===== src/hw/rtl/trpi_pkg.sv =====
`timescale 1ns / 1ps
// ----------------------------------------------------------------------------
// trpi_pkg: shared types and constants
// Payload structs, the front-to-back command and the sizes of the stores.
// ----------------------------------------------------------------------------
package trpi_pkg;

   localparam int DEF_MAX_NODES = 64;
   localparam int DEPTH         = 64;
   localparam int POS_W         = 6;
   localparam int CNT_W         = 7;
   localparam int QUEUE_DEPTH   = 4;

   localparam logic [1:0] ST_OK       = 2'd0;
   localparam logic [1:0] ST_OVERFLOW = 2'd1;
   localparam logic [1:0] ST_MISSING  = 2'd2;

   typedef struct packed {
      logic [7:0] pre_symbol;
      logic [7:0] in_symbol;
      logic       last_pair;
   } req_type;

   typedef struct packed {
      logic [7:0] node_symbol;
      logic [1:0] status;
      logic       last_result;
   } rsp_type;

   // one classified item on its way from front to back
   typedef struct packed {
      logic [7:0]       pre_symbol;
      logic [7:0]       in_symbol;
      logic [POS_W-1:0] position;
      logic             store;
      logic             last;
      logic             overflow;
      logic [CNT_W-1:0] count;
   } cmd_type;

endpackage


===== src/hw/rtl/trpi_front.sv =====
`timescale 1ns / 1ps
// ----------------------------------------------------------------------------
// trpi_front: input classifier
// Assigns each pair its position, tracks overflow and tags the last pair.
// ----------------------------------------------------------------------------
module trpi_front
   import trpi_pkg::*;
#(
   parameter int MAX_NODES = DEF_MAX_NODES
) (
   input  logic    clock,
   input  logic    reset,
   input  logic    req_valid,
   output logic    req_stall,
   input  req_type req_data,
   output logic    push,
   output cmd_type push_cmd,
   input  logic    queue_full
);

   logic [CNT_W-1:0] count_ff, count_in;
   logic             ovf_ff, ovf_in;
   logic             store;

   assign req_stall = queue_full;
   assign push      = req_valid & ~queue_full;
   assign store     = count_ff < CNT_W'(MAX_NODES);

   always_comb begin
      push_cmd.pre_symbol = req_data.pre_symbol;
      push_cmd.in_symbol  = req_data.in_symbol;
      push_cmd.position   = count_ff[POS_W-1:0];
      push_cmd.store      = store;
      push_cmd.last       = req_data.last_pair;
      push_cmd.overflow   = ovf_ff | ~store;
      push_cmd.count      = store ? count_ff + 1'b1 : count_ff;
   end

   always_comb begin
      count_in = count_ff;
      ovf_in   = ovf_ff;
      if (push) begin
         if (req_data.last_pair) begin
            count_in = '0;
            ovf_in   = 1'b0;
         end else if (store) begin
            count_in = count_ff + 1'b1;
         end else begin
            ovf_in = 1'b1;
         end
      end
   end

   always_ff @(posedge clock) begin
      if (reset) begin
         count_ff <= '0;
         ovf_ff   <= 1'b0;
      end else begin
         count_ff <= count_in;
         ovf_ff   <= ovf_in;
      end
   end

endmodule


===== src/hw/rtl/trpi_queue.sv =====
`timescale 1ns / 1ps
// ----------------------------------------------------------------------------
// trpi_queue: command queue
// Short first-in first-out buffer between classifier and tree engine.
// ----------------------------------------------------------------------------
module trpi_queue
   import trpi_pkg::*;
(
   input  logic    clock,
   input  logic    reset,
   input  logic    push,
   input  cmd_type push_cmd,
   output logic    full,
   input  logic    pop,
   output logic    not_empty,
   output cmd_type head_cmd
);

   localparam int AW = $clog2(QUEUE_DEPTH);

   cmd_type         slot_ff [QUEUE_DEPTH];
   logic [AW-1:0]   wr_ff, wr_in, rd_ff, rd_in;
   logic [AW:0]     fill_ff, fill_in;

   assign full      = fill_ff == (AW+1)'(QUEUE_DEPTH);
   assign not_empty = fill_ff != '0;
   assign head_cmd  = slot_ff[rd_ff];

   always_comb begin
      wr_in   = push ? wr_ff + 1'b1 : wr_ff;
      rd_in   = pop ? rd_ff + 1'b1 : rd_ff;
      fill_in = fill_ff + (AW+1)'(push) - (AW+1)'(pop);
   end

   always_ff @(posedge clock) begin
      if (reset) begin
         wr_ff   <= '0;
         rd_ff   <= '0;
         fill_ff <= '0;
      end else begin
         wr_ff   <= wr_in;
         rd_ff   <= rd_in;
         fill_ff <= fill_in;
      end
   end

   always_ff @(posedge clock) begin
      if (push) begin
         slot_ff[wr_ff] <= push_cmd;
      end
   end

endmodule


===== src/hw/rtl/trpi_back.sv =====
`timescale 1ns / 1ps
// ----------------------------------------------------------------------------
// trpi_back: tree engine
// Stores pairs, rebuilds the tree with a position stack, walks it in postorder.
// ----------------------------------------------------------------------------
module trpi_back
   import trpi_pkg::*;
(
   input  logic    clock,
   input  logic    reset,
   input  logic    not_empty,
   input  cmd_type head_cmd,
   output logic    pop,
   output logic    rsp_valid,
   input  logic    rsp_stall,
   output rsp_type rsp_data
);

   typedef enum logic [12:0] {
      S_IDLE   = 13'b0_0000_0000_0001,
      S_PRE    = 13'b0_0000_0000_0010,
      S_PREW   = 13'b0_0000_0000_0100,
      S_SCAN   = 13'b0_0000_0000_1000,
      S_PLACE  = 13'b0_0000_0001_0000,
      S_POPW   = 13'b0_0000_0010_0000,
      S_LINK   = 13'b0_0000_0100_0000,
      S_WSTART = 13'b0_0000_1000_0000,
      S_WTOP   = 13'b0_0001_0000_0000,
      S_KIDR   = 13'b0_0010_0000_0000,
      S_KIDL   = 13'b0_0100_0000_0000,
      S_EMIT   = 13'b0_1000_0000_0000,
      S_ERR    = 13'b1_0000_0000_0000
   } state_type;

   // stores
   logic [7:0]       pre_mem   [DEPTH];
   logic [7:0]       in_mem    [DEPTH];
   logic [POS_W-1:0] left_mem  [DEPTH];
   logic [POS_W-1:0] right_mem [DEPTH];
   logic [CNT_W-1:0] stk_mem   [DEPTH];

   state_type        state_ff, state_in;
   logic [CNT_W-1:0] n_ff, n_in, i_ff, i_in, sp_ff, sp_in, top_ff, top_in;
   logic [POS_W-1:0] k_ff, k_in, j_ff, j_in, popped_ff, popped_in, p_ff, p_in;
   logic [POS_W-1:0] root_ff, root_in;
   logic [1:0]       err_ff, err_in;
   logic [DEPTH-1:0] placed_ff, placed_in, lv_ff, lv_in, rv_ff, rv_in;
   logic             out_valid_ff, out_valid_in;
   rsp_type          out_ff, out_in;

   // memory ports
   logic             pio_we, pre_re, in_re, lnk_re, l_we, r_we, s_we, s_re;
   logic [POS_W-1:0] pio_wa, pre_ra, in_ra, lnk_ra, l_wa, r_wa, s_wa, s_ra;
   logic [POS_W-1:0] l_wd, r_wd;
   logic [CNT_W-1:0] s_wd;
   logic [7:0]       pre_q, in_q;
   logic [POS_W-1:0] left_q, right_q;
   logic [CNT_W-1:0] stk_q;

   logic             out_free;
   logic [CNT_W-1:0] sp_dec;
   logic [POS_W-1:0] top_pos, stk_pos;

   assign out_free  = ~out_valid_ff | ~rsp_stall;
   assign rsp_valid = out_valid_ff;
   assign rsp_data  = out_ff;
   assign sp_dec    = sp_ff - 1'b1;
   assign top_pos   = top_ff[POS_W-1:0];
   assign stk_pos   = stk_q[POS_W-1:0];

   always_comb begin
      state_in     = state_ff;
      n_in         = n_ff;
      i_in         = i_ff;
      sp_in        = sp_ff;
      top_in       = top_ff;
      k_in         = k_ff;
      j_in         = j_ff;
      popped_in    = popped_ff;
      p_in         = p_ff;
      root_in      = root_ff;
      err_in       = err_ff;
      placed_in    = placed_ff;
      lv_in        = lv_ff;
      rv_in        = rv_ff;
      out_valid_in = out_valid_ff & rsp_stall;
      out_in       = out_ff;
      pop          = 1'b0;
      pio_we       = 1'b0;
      pio_wa       = head_cmd.position;
      pre_re       = 1'b0;
      pre_ra       = i_ff[POS_W-1:0];
      in_re        = 1'b0;
      in_ra        = k_ff + 1'b1;
      lnk_re       = 1'b0;
      lnk_ra       = top_pos;
      l_we         = 1'b0;
      l_wa         = top_pos;
      l_wd         = j_ff;
      r_we         = 1'b0;
      r_wa         = popped_ff;
      r_wd         = j_ff;
      s_we         = 1'b0;
      s_wa         = sp_ff[POS_W-1:0];
      s_wd         = {1'b0, j_ff};
      s_re         = 1'b0;
      s_ra         = sp_dec[POS_W-1:0] - 1'b1;

      case (state_ff)
         S_IDLE: begin
            if (not_empty) begin
               pop    = 1'b1;
               pio_we = head_cmd.store;
               if (head_cmd.last) begin
                  n_in = head_cmd.count;
                  if (head_cmd.overflow) begin
                     err_in   = ST_OVERFLOW;
                     state_in = S_ERR;
                  end else begin
                     i_in      = '0;
                     sp_in     = '0;
                     placed_in = '0;
                     lv_in     = '0;
                     rv_in     = '0;
                     state_in  = S_PRE;
                  end
               end
            end
         end
         S_PRE: begin
            pre_re   = 1'b1;
            state_in = S_PREW;
         end
         S_PREW: begin
            in_re    = 1'b1;
            in_ra    = '0;
            k_in     = '0;
            state_in = S_SCAN;
         end
         S_SCAN: begin
            // in_q holds the inorder symbol at k_ff; next address already fetched
            in_re = 1'b1;
            k_in  = k_ff + 1'b1;
            if (in_q == pre_q) begin
               j_in     = k_ff;
               state_in = S_PLACE;
            end else if ({1'b0, k_ff} == n_ff - 1'b1) begin
               err_in   = ST_MISSING;
               state_in = S_ERR;
            end
         end
         S_PLACE: begin
            if (placed_ff[j_ff]) begin
               err_in   = ST_MISSING;
               state_in = S_ERR;
            end else begin
               placed_in[j_ff] = 1'b1;
               if (sp_ff == '0 || j_ff < top_pos) begin
                  if (sp_ff == '0) begin
                     root_in = j_ff;
                  end else begin
                     l_we         = 1'b1;
                     lv_in[top_pos] = 1'b1;
                  end
                  s_we   = 1'b1;
                  sp_in  = sp_ff + 1'b1;
                  top_in = {1'b0, j_ff};
                  i_in   = i_ff + 1'b1;
                  state_in = (i_ff + 1'b1 == n_ff) ? S_WSTART : S_PRE;
               end else begin
                  popped_in = top_pos;
                  sp_in     = sp_dec;
                  if (sp_dec != '0) begin
                     s_re     = 1'b1;
                     state_in = S_POPW;
                  end else begin
                     state_in = S_LINK;
                  end
               end
            end
         end
         S_POPW: begin
            if (j_ff > stk_pos) begin
               popped_in = stk_pos;
               sp_in     = sp_dec;
               if (sp_dec != '0) begin
                  s_re = 1'b1;
               end else begin
                  state_in = S_LINK;
               end
            end else begin
               state_in = S_LINK;
            end
         end
         S_LINK: begin
            r_we             = 1'b1;
            rv_in[popped_ff] = 1'b1;
            s_we             = 1'b1;
            sp_in            = sp_ff + 1'b1;
            top_in           = {1'b0, j_ff};
            i_in             = i_ff + 1'b1;
            state_in         = (i_ff + 1'b1 == n_ff) ? S_WSTART : S_PRE;
         end
         S_WSTART: begin
            s_we     = 1'b1;
            s_wa     = '0;
            s_wd     = {1'b0, root_ff};
            sp_in    = CNT_W'(1);
            top_in   = {1'b0, root_ff};
            state_in = S_WTOP;
         end
         S_WTOP: begin
            if (top_ff[CNT_W-1]) begin
               // children done: fetch the symbol and the entry below
               in_re = 1'b1;
               in_ra = top_pos;
               sp_in = sp_dec;
               s_re  = sp_dec != '0;
               state_in = S_EMIT;
            end else begin
               s_we     = 1'b1;
               s_wa     = sp_dec[POS_W-1:0];
               s_wd     = {1'b1, top_pos};
               top_in   = {1'b1, top_pos};
               p_in     = top_pos;
               lnk_re   = 1'b1;
               state_in = S_KIDR;
            end
         end
         S_KIDR: begin
            if (rv_ff[p_ff]) begin
               s_we   = 1'b1;
               s_wd   = {1'b0, right_q};
               sp_in  = sp_ff + 1'b1;
               top_in = {1'b0, right_q};
            end
            state_in = S_KIDL;
         end
         S_KIDL: begin
            if (lv_ff[p_ff]) begin
               s_we   = 1'b1;
               s_wd   = {1'b0, left_q};
               sp_in  = sp_ff + 1'b1;
               top_in = {1'b0, left_q};
            end
            state_in = S_WTOP;
         end
         S_EMIT: begin
            if (out_free) begin
               out_valid_in       = 1'b1;
               out_in.node_symbol = in_q;
               out_in.status      = ST_OK;
               out_in.last_result = sp_ff == '0;
               top_in             = stk_q;
               state_in           = (sp_ff == '0) ? S_IDLE : S_WTOP;
            end
         end
         S_ERR: begin
            if (out_free) begin
               out_valid_in       = 1'b1;
               out_in.node_symbol = '0;
               out_in.status      = err_ff;
               out_in.last_result = 1'b1;
               state_in           = S_IDLE;
            end
         end
         default: begin
            state_in = S_IDLE;
         end
      endcase
   end

   always_ff @(posedge clock) begin
      if (reset) begin
         state_ff     <= S_IDLE;
         out_valid_ff <= 1'b0;
         sp_ff        <= '0;
         placed_ff    <= '0;
         lv_ff        <= '0;
         rv_ff        <= '0;
      end else begin
         state_ff     <= state_in;
         out_valid_ff <= out_valid_in;
         sp_ff        <= sp_in;
         placed_ff    <= placed_in;
         lv_ff        <= lv_in;
         rv_ff        <= rv_in;
      end
   end

   always_ff @(posedge clock) begin
      n_ff      <= n_in;
      i_ff      <= i_in;
      top_ff    <= top_in;
      k_ff      <= k_in;
      j_ff      <= j_in;
      popped_ff <= popped_in;
      p_ff      <= p_in;
      root_ff   <= root_in;
      err_ff    <= err_in;
      out_ff    <= out_in;
   end

   always_ff @(posedge clock) begin
      if (pio_we) begin
         pre_mem[pio_wa] <= head_cmd.pre_symbol;
         in_mem[pio_wa]  <= head_cmd.in_symbol;
      end
      if (pre_re) begin
         pre_q <= pre_mem[pre_ra];
      end
      if (in_re) begin
         in_q <= in_mem[in_ra];
      end
   end

   always_ff @(posedge clock) begin
      if (l_we) begin
         left_mem[l_wa] <= l_wd;
      end
      if (r_we) begin
         right_mem[r_wa] <= r_wd;
      end
      if (lnk_re) begin
         left_q  <= left_mem[lnk_ra];
         right_q <= right_mem[lnk_ra];
      end
   end

   always_ff @(posedge clock) begin
      if (s_we) begin
         stk_mem[s_wa] <= s_wd;
      end
      if (s_re) begin
         stk_q <= stk_mem[s_ra];
      end
   end

endmodule


===== src/hw/rtl/tree_rebuild_preorder_inorder.sv =====
`timescale 1ns / 1ps
// ----------------------------------------------------------------------------
// tree_rebuild_preorder_inorder: binary tree rebuild, postorder output
// Rebuilds a tree from preorder/inorder pairs and emits nodes in postorder.
// ----------------------------------------------------------------------------
//  channel | direction | payload  | handshake
//  req_    | in        | req_type | req_valid / req_stall
//  rsp_    | out       | rsp_type | rsp_valid / rsp_stall
//
// Pairs enter one per cycle, unless the queue is full, into a 4-entry command
// queue; the idle engine stores one pair per cycle. On the last pair it scans
// inorder memory once per preorder symbol (one memory read per cycle), then
// walks the tree in postorder. Reset is synchronous; after it the block is
// empty. A stalled result holds the engine; the queue takes pairs until full.
module tree_rebuild_preorder_inorder
   import trpi_pkg::*;
#(
   parameter int MAX_NODES = DEF_MAX_NODES
) (
   input  logic    clock,
   input  logic    reset,
   input  logic    req_valid,
   output logic    req_stall,
   input  req_type req_data,
   output logic    rsp_valid,
   input  logic    rsp_stall,
   output rsp_type rsp_data
);

   logic    push, full, pop, not_empty;
   cmd_type push_cmd, head_cmd;

   trpi_front #(.MAX_NODES(MAX_NODES)) u_front (
      .clock      (clock),
      .reset      (reset),
      .req_valid  (req_valid),
      .req_stall  (req_stall),
      .req_data   (req_data),
      .push       (push),
      .push_cmd   (push_cmd),
      .queue_full (full)
   );

   trpi_queue u_queue (
      .clock     (clock),
      .reset     (reset),
      .push      (push),
      .push_cmd  (push_cmd),
      .full      (full),
      .pop       (pop),
      .not_empty (not_empty),
      .head_cmd  (head_cmd)
   );

   trpi_back u_back (
      .clock     (clock),
      .reset     (reset),
      .not_empty (not_empty),
      .head_cmd  (head_cmd),
      .pop       (pop),
      .rsp_valid (rsp_valid),
      .rsp_stall (rsp_stall),
      .rsp_data  (rsp_data)
   );

endmodule


===== config.mk =====
export PLATFORM = sky130hd
export DESIGN_NAME = tree_rebuild_preorder_inorder
export DESIGN_NICKNAME = d
export VERILOG_FILES = /design/src/hw/rtl/trpi_pkg.sv /design/src/hw/rtl/trpi_front.sv /design/src/hw/rtl/trpi_queue.sv /design/src/hw/rtl/trpi_back.sv /design/src/hw/rtl/tree_rebuild_preorder_inorder.sv
export SDC_FILE = /design/constraint.sdc
export NUM_CORES = 2
export LEC_CHECK = 0
export BUFFER_PORTS_ARGS = -buffer_cell sky130_fd_sc_hd__buf_2
export CAP_MARGIN = 10
export CORE_UTILIZATION = 39
export CTS_CLUSTER_SIZE = 10
export DETAILED_ROUTE_END_ITERATION = 10
export GPL_ROUTABILITY_DRIVEN = 1
export GPL_TIMING_DRIVEN = 0
export MAX_ROUTING_LAYER = met4
export PLACE_DENSITY = 0.57
export SYNTH_ARGS = -nofsm -noshare
export SYNTH_HDL_FRONTEND = slang
export SYNTH_SLANG_ARGS = --single-unit

===== constraint.sdc =====
create_clock -name clock -period 7.8 [get_ports clock]
set_input_delay 1.95 -clock clock [delete_from_list [all_inputs] [get_ports clock]]
set_output_delay 1.95 -clock clock [all_outputs]
set_load 0.005 [all_outputs]

======== Word-level counts from Yosys, hierarchy flattened ========
Memories as Yosys holds them, arrays and structs flattened. A register that Yosys moved wholly into a read port is not among the register bits.
Index checks and enable logic that the tools add are counted.
storage, ports and cells
  bits in registers ....................... 292
  RAM bits ................................ 2368
  input bits .............................. 21
  word-level logic and storage cells ...... 262
  memories ................................ 6
operators by class
  $add $sub $neg .......................... 11
  order comparisons ....................... 10
  equality and inequality tests ........... 37
  muxes and demuxes ....................... 123
  bitwise gates (word level) .............. 14
  reductions and logical operators ........ 37
memory list
  memory            depth  bits a word  read ports  clocked after memory_dff  write ports  line              text
  u_back.in_mem     64     8            1           1                         1            trpi_back.sv:37   logic [7:0] in_mem [DEPTH];
  u_back.pre_mem    64     8            1           1                         1            trpi_back.sv:36   logic [7:0] pre_mem [DEPTH];
  u_back.stk_mem    64     7            1           1                         1            trpi_back.sv:40   logic [CNT_W-1:0] stk_mem [DEPTH];
  u_back.left_mem   64     6            1           1                         1            trpi_back.sv:38   logic [POS_W-1:0] left_mem [DEPTH];
  u_back.right_mem  64     6            1           1                         1            trpi_back.sv:39   logic [POS_W-1:0] right_mem [DEPTH];
  u_queue.slot_ff   4      32           1           1                         1            trpi_queue.sv:21  cmd_type slot_ff [QUEUE_DEPTH];
operator list
  operator               number
  $mux W64               7
  $pmux W64 S2           3
  $or A64 B64 Y64        3
  $pmux W13 S12          1
  $mux W13               11
  $mux W7                20
  $pmux W7 S8            1
  $pmux W7 S7            1
  $pmux W6 S2            4
  $mux W1                42
  $mux W6                7
  $lt A6 B7 Y1 const B   4
  $pmux W7 S4            1
  $mux W11               2
  $pmux W11 S2           1
  $add A7 B1 Y7 const B  3
  $pmux W7 S3            1
  $reduce_and A7 Y1      3
  $bmux W1 S6            3
  $demux W1 S6           3
  $ge A6 B1 Y1 const B   3
  $ne A2 B1 Y1 const B   9
  $ne A2 B2 Y1 const B   9
  $reduce_and A6 Y1      3
  53 further kinds       87

======== Longest topological paths before layout ========
  word-level depth ........................ 9
  mapped depth ............................ 15
  gate-level depth less buffers ........... 11

======== By module ========
A second synthesis with hierarchy kept.
second synthesis, totals
  cell total of the unflattened synthesis .. 6629
  area total of the unflattened synthesis .. 106090.5 um^2
modules (own cells, without submodules)
  module      instances  cells each  area an instance (um^2)
  trpi_back   1          6344        100361.3
  trpi_queue  1          209         5098.6
  trpi_front  1          76          630.6

======== Worst setup path after synthesis ========
Ideal clock, no wire load.
  path type ............................... register -> register
  from .................................... register u_back.j_ff[0]
  to ...................................... memory u_back.stk_mem[0][0], data pin
  arrival time ............................ 5.072 ns
  data required time ...................... 7.098 ns
  setup slack ............................. 2.026 ns
  stages on the path, launching flop included .. 5
  period minus slack after synthesis ...... 5.774 ns
  cell sequence ........................... edfxtp_1 > buf_2 > buf_2 > inv_1 > o21ai_0
on the way
  longest elaborated chain between the ends .. 2
  elaborated cells between the ends (all ways) .. 4
  classes of those cells .................. mux (4)
RTL lines
  element                                line              text
  from (decl)                            trpi_back.sv:44   logic [POS_W-1:0] k_ff, k_in, j_ff, j_in, popped_ff, popped_in, p_ff, p_in;
  from (signal assigned)                 trpi_back.sv:296  j_ff <= j_in;
  $mux W6, or another cell as far along  trpi_back.sv:240  if (lv_ff[p_ff]) begin
  $pmux W7 S4 *                          trpi_back.sv:109  case (state_ff)
  net u_back.s_wd[0]                     trpi_back.sv:55   logic [CNT_W-1:0] s_wd;
  to (decl)                              trpi_back.sv:40
The timed path passes the listed nets; every way through them passes the cells marked *.

======== Final worst setup path ========
  from .................................... register u_back.sp_ff[0]
  to ...................................... memory u_back.stk_mem[25][4] (enable)
on the way
  longest elaborated chain between the ends .. 7
  elaborated cells between the ends (all ways) .. 10
  classes of those cells .................. add/sub (1); mux (7); reduce/logical (2)
RTL lines
  element                        line              text
  from (decl)                    trpi_back.sv:43   logic [CNT_W-1:0] n_ff, n_in, i_ff, i_in, sp_ff, sp_in, top_ff, top_in;
  from (signal assigned)         trpi_back.sv:284  sp_ff <= sp_in;
  $logic_not A7 Y1               trpi_back.sv:158  if (sp_ff == '0 || j_ff < top_pos) begin
  $logic_or A1 B1 Y1             trpi_back.sv:158
  $mux W1                        trpi_back.sv:158
  $mux W1                        trpi_back.sv:153  if (placed_ff[j_ff]) begin
  $pmux W1 S5                    trpi_back.sv:109
  $mux W1                        trpi_back.sv:331  if (s_we) begin
  $mux W1 (not written as such)  trpi_back.sv:332  stk_mem[s_wa] <= s_wd;
Several ways; a longest one is shown, not always the timed one.

==> metrics.md <==
| Metric | Value |
|---|---|
| Status | `complete, no violations` |
| Static leakage | `38.2 nW` |
| Crit path largest cell delay | `1130 ps` |
| Relative max-transition margin | `0.0174` |
| Number of flops mapped to enable cells by yosys | `2467` |
| DRT Pass-1 Iters | `7` |
| Post-Syn Instances | `6259` |
| Sum of internal, switching and leakage power | `33.7 mW` |
| CP Data Arrival Time | `7200 ps` |
| Deepest clock path buffer count | `4` |
| Total nets after synthesis | `6306` |
| Sinks on Clock Net | `2697` |
| Mean post-synth cell area | `16.9 µm²` |
| Synthesis warning total | `0` |
| Root buffer cell | `sky130_fd_sc_hd__clkbuf_16` |
| Most common flop cell mapped by yosys | `sky130_fd_sc_hd__edfxtp_1` |
| Placeable core area | `269000 µm²` |
| Clock latency on the worst-skew pair | `950 ps` |
| Remaining design rule violation count | `0` |
| Final period util | `0.860` |
| Area of the multi-input gates | `25800 µm²` |
| Met2 routing resource usage after global routing | `0.358` |
| Mapped Area | `106000 µm²` |
| Violation count after the first detailed-route iteration | `8571` |
| Signed area change from the synthesized netlist to the final layout | `16.1%` |
| Post-layout minimum cycle time | `6710 ps` |
| Buffers on Ports | `33` |
| Post-synthesis sequential element count | `2697` |
| Worst path required time | `8290 ps` |
| Fraction of layout instances using a drive strength above 1 | `0.174` |
| Start-to-end type of the worst setup path | `register to register` |
| Initial antenna violation count | `17` |
| Critical-path top delay cell | `sky130_fd_sc_hd__nor3_1` |
| Layer with the highest usage | `met2` |
| Number of cells after detailed placement | `10000` |
| Post-detailed-route wirelength per cell | `30.4 µm` |
| DIE WIDTH | `523 µm` |
| Antenna-violating nets left | `0` |
| Filler Cells Inserted | `22800` |
| CP Depth | `12` |
| Max-slew violation count | `0` |
| Final setup violation count | `0` |
| Max Fanout on Critical Path | `10` |
| Transition time at the pin with the least slew margin | `1470 ps` |
| Share of synthesized flip-flops with an asynchronous set or reset | `0` |
| Worst clock skew on the final layout | `107 ps` |
| Cell type group with the largest total delay on the critical path | `buffers and inverters` |
| # Max-Cap Violations | `0` |
| Buffers plus inverters on the worst setup path | `7` |
| Die Y-Extent | `523 µm` |
| Unrepaired setup endpoints after global routing | `no` |
| Total congestion overflow after global routing | `0` |
| Most frequent cells in the layout | `sky130_fd_sc_hd__edfxtp_1 (2467), sky130_fd_sc_hd__nand2_1 (378), sky130_fd_sc_hd__nor2_1 (350)` |
| Final WS setup | `1090 ps` |
| Combined global-route utilization of all metal layers | `0.236` |
| Type of origin of the critical path | `register` |
| Cells resized by post-CTS repair | `0` |
| Total via count in the routed design | `62800` |
| Sum of routed wire length over all layers | `318000 µm` |
| Clock buffers created by TritonCTS | `314` |
| Top Ports | `34` |
| Pin count of the biggest net entering global routing | `65` |
| Hold Path Class | `register to register` |
| Layout Utilization | `0.457` |
| IR drop worst, VDD | `0.208 mV` |
| Worst Hold Margin | `448 ps` |
| Number of post-CTS setup repair buffers | `0` |
| Placed wire-length estimate | `215000 µm` |
| Final GP Congestion | `0.939` |
| CTS tree | `built` |
| Hold Path Cell Cnt | `0` |
| Met1 Usage GRT | `0.312` |
| Leading cell type in the layout, fill and taps excluded | `sky130_fd_sc_hd__edfxtp_1` |
| Number of standard cells in the layout, taps in and fillers out | `10500` |
| Routed via count divided by cell count | `6.00` |
| Sequential share of the synthesized area | `0.744` |
| Floorplan die area | `273000 µm²` |
| Hold Vio Cnt, Final | `0` |
| Cell repeated most along the worst path | `sky130_fd_sc_hd__clkbuf_1` |
| Clock-pin slew reported for the worst setup and hold paths after clock tree synthesis | `50 ps` |
| CTS HTree Levels | `5` |
| # hold bufs at CTS | `0` |
| M3 GR Usage | `0.0493` |
| First-pass GRT wire length | `451000 µm` |
| Register cell area after layout | `78700 µm²` |
| Maximum clock frequency | `149 MHz` |
| Ratio of total power to cell area | `274 nW/µm²` |
| Worst r2r path cells | `12` |
| Nets@finish | `6833` |
| Number of different library cells in the post-synthesis netlist | `83` |
| Worst-case setup slack after placement | `1150 ps` |
| Ordered cell list for the critical path | `clkbuf_1, buf_1, clkbuf_1, inv_1, ha_1, clkbuf_1, clkbuf_1, clkbuf_1, a22oi_1, o21ai_0, nand2_1, nor3_1` |
| Vias in the first global route | `61300` |
| Starting utilization of the core area | `0.393` |
| Endpoint type of the worst setup path | `register` |
| Num rows | `190` |
cells in the mapped netlist, types with 12 or more instances:
| master | number | area [µm²] |
|---|---|---|
| sky130_fd_sc_hd__a211oi_1 | 45 | 338 |
| sky130_fd_sc_hd__a21oi_1 | 182 | 911 |
| sky130_fd_sc_hd__a221oi_1 | 50 | 438 |
| sky130_fd_sc_hd__a22o_1 | 129 | 1130 |
| sky130_fd_sc_hd__a22oi_1 | 318 | 2390 |
| sky130_fd_sc_hd__a31oi_1 | 115 | 719 |
| sky130_fd_sc_hd__a32o_1 | 13 | 130 |
| sky130_fd_sc_hd__a32oi_1 | 26 | 228 |
| sky130_fd_sc_hd__a41oi_1 | 30 | 263 |
| sky130_fd_sc_hd__and2_1 | 23 | 144 |
| sky130_fd_sc_hd__and3_1 | 25 | 156 |
| sky130_fd_sc_hd__buf_1 | 68 | 255 |
| sky130_fd_sc_hd__buf_2 | 79 | 395 |
| sky130_fd_sc_hd__clkbuf_1 | 242 | 908 |
| sky130_fd_sc_hd__dfxtp_1 | 230 | 4600 |
| sky130_fd_sc_hd__edfxtp_1 | 2467 | 74100 |
| sky130_fd_sc_hd__ha_1 | 25 | 313 |
| sky130_fd_sc_hd__inv_1 | 62 | 233 |
| sky130_fd_sc_hd__mux2_2 | 36 | 405 |
| sky130_fd_sc_hd__mux2i_1 | 148 | 1480 |
| sky130_fd_sc_hd__mux4_2 | 347 | 7820 |
| sky130_fd_sc_hd__nand2_1 | 378 | 1420 |
| sky130_fd_sc_hd__nand2b_1 | 14 | 87.6 |
| sky130_fd_sc_hd__nand3_1 | 146 | 731 |
| sky130_fd_sc_hd__nand3b_1 | 12 | 90.1 |
| sky130_fd_sc_hd__nand4_1 | 52 | 325 |
| sky130_fd_sc_hd__nor2_1 | 414 | 1550 |
| sky130_fd_sc_hd__nor2b_1 | 49 | 307 |
| sky130_fd_sc_hd__nor3_1 | 74 | 370 |
| sky130_fd_sc_hd__nor3b_1 | 12 | 90.1 |
| sky130_fd_sc_hd__nor4_1 | 69 | 432 |
| sky130_fd_sc_hd__o211ai_1 | 54 | 405 |
| sky130_fd_sc_hd__o21ai_0 | 44 | 220 |
| sky130_fd_sc_hd__o221ai_1 | 17 | 149 |
| sky130_fd_sc_hd__o22ai_1 | 13 | 81.3 |
| sky130_fd_sc_hd__or2_2 | 12 | 75.1 |
| sky130_fd_sc_hd__or3_1 | 12 | 75.1 |
| sky130_fd_sc_hd__or4_1 | 21 | 158 |
| sky130_fd_sc_hd__xnor2_1 | 25 | 219 |
| sky130_fd_sc_hd__xor2_1 | 30 | 263 |
worst reg2reg max path, delay by kind of cell, from the launching register on:
kind,cells,cell delay [ps]
adders and majority gates,1,340
AOI/OAI and AO/OA,2,570
buffers and inverters,7,3360
DFF,1,380
and+or+nand+nor,2,1660
final timing paths:
check | end | slack [ps] | from
setup / recovery | u_back.stk_mem[25][4] | 1090 | u_back.sp_ff[0]
hold / removal | u_back.j_ff[2] | 450 | u_back.k_ff[2]
setup reg to reg | u_back.stk_mem[25][4] | 1090 | u_back.sp_ff[0]
hold reg to reg | u_back.j_ff[2] | 450 | u_back.k_ff[2]
sequential cells by signal, indices dropped and copies added, names as in the netlist, 128 cells and up, named ones only:
signal,count
u_back.pre_mem,512
u_queue.slot_ff,128
u_back.stk_mem,448
u_back.in_mem,512
u_back.left_mem,384
u_back.right_mem,384
layer usage:
metal	vias up	routed length (µm)
met3	701	31100
met5	-	0
li1	26300	-
met2	3549	146000
met1	32300	127000
met4	0	13700
logic make-up after synthesis:
kind of cell / share of synthesized area
flops: 0.744
simple gates: 0.0609
mux: 0.0917
buf+inv: 0.0177
fa+ha+maj: 0.00315
compound gates: 0.0781
xor+xnor: 0.00455
cell type report:
cell class | instances | area share
clock inverter | 30 | 0.00355
sequential | 2697 | 0.641
buffer | 397 | 0.0131
timing repair buffer | 211 | 0.0260
tap | 3552 | 0.0362
inverter | 69 | 0.00211
multi-input combinational | 3096 | 0.210
antenna | 13 | 0.000265
clock buffer | 398 | 0.0679
report_power, final:
group / internal [mW] / switching (mW) / leakage [nW]
registers: 16.8 / 0.109 / 23.9
clock network: 7.49 / 5.63 / 4.26
logic: 1.12 / 2.55 / 10.0
metrics by stage:
stage | area [µm²] | TNS (ps)
global placement | 110000 | -1695160
finish | 123000 | 0
floorplan | 106000 | 0
CTS | 123000 | 0
detailed placement | 114000 | 0
global route | 123000 | 0
No activity file was read; power rests on OpenSTA's default activity.
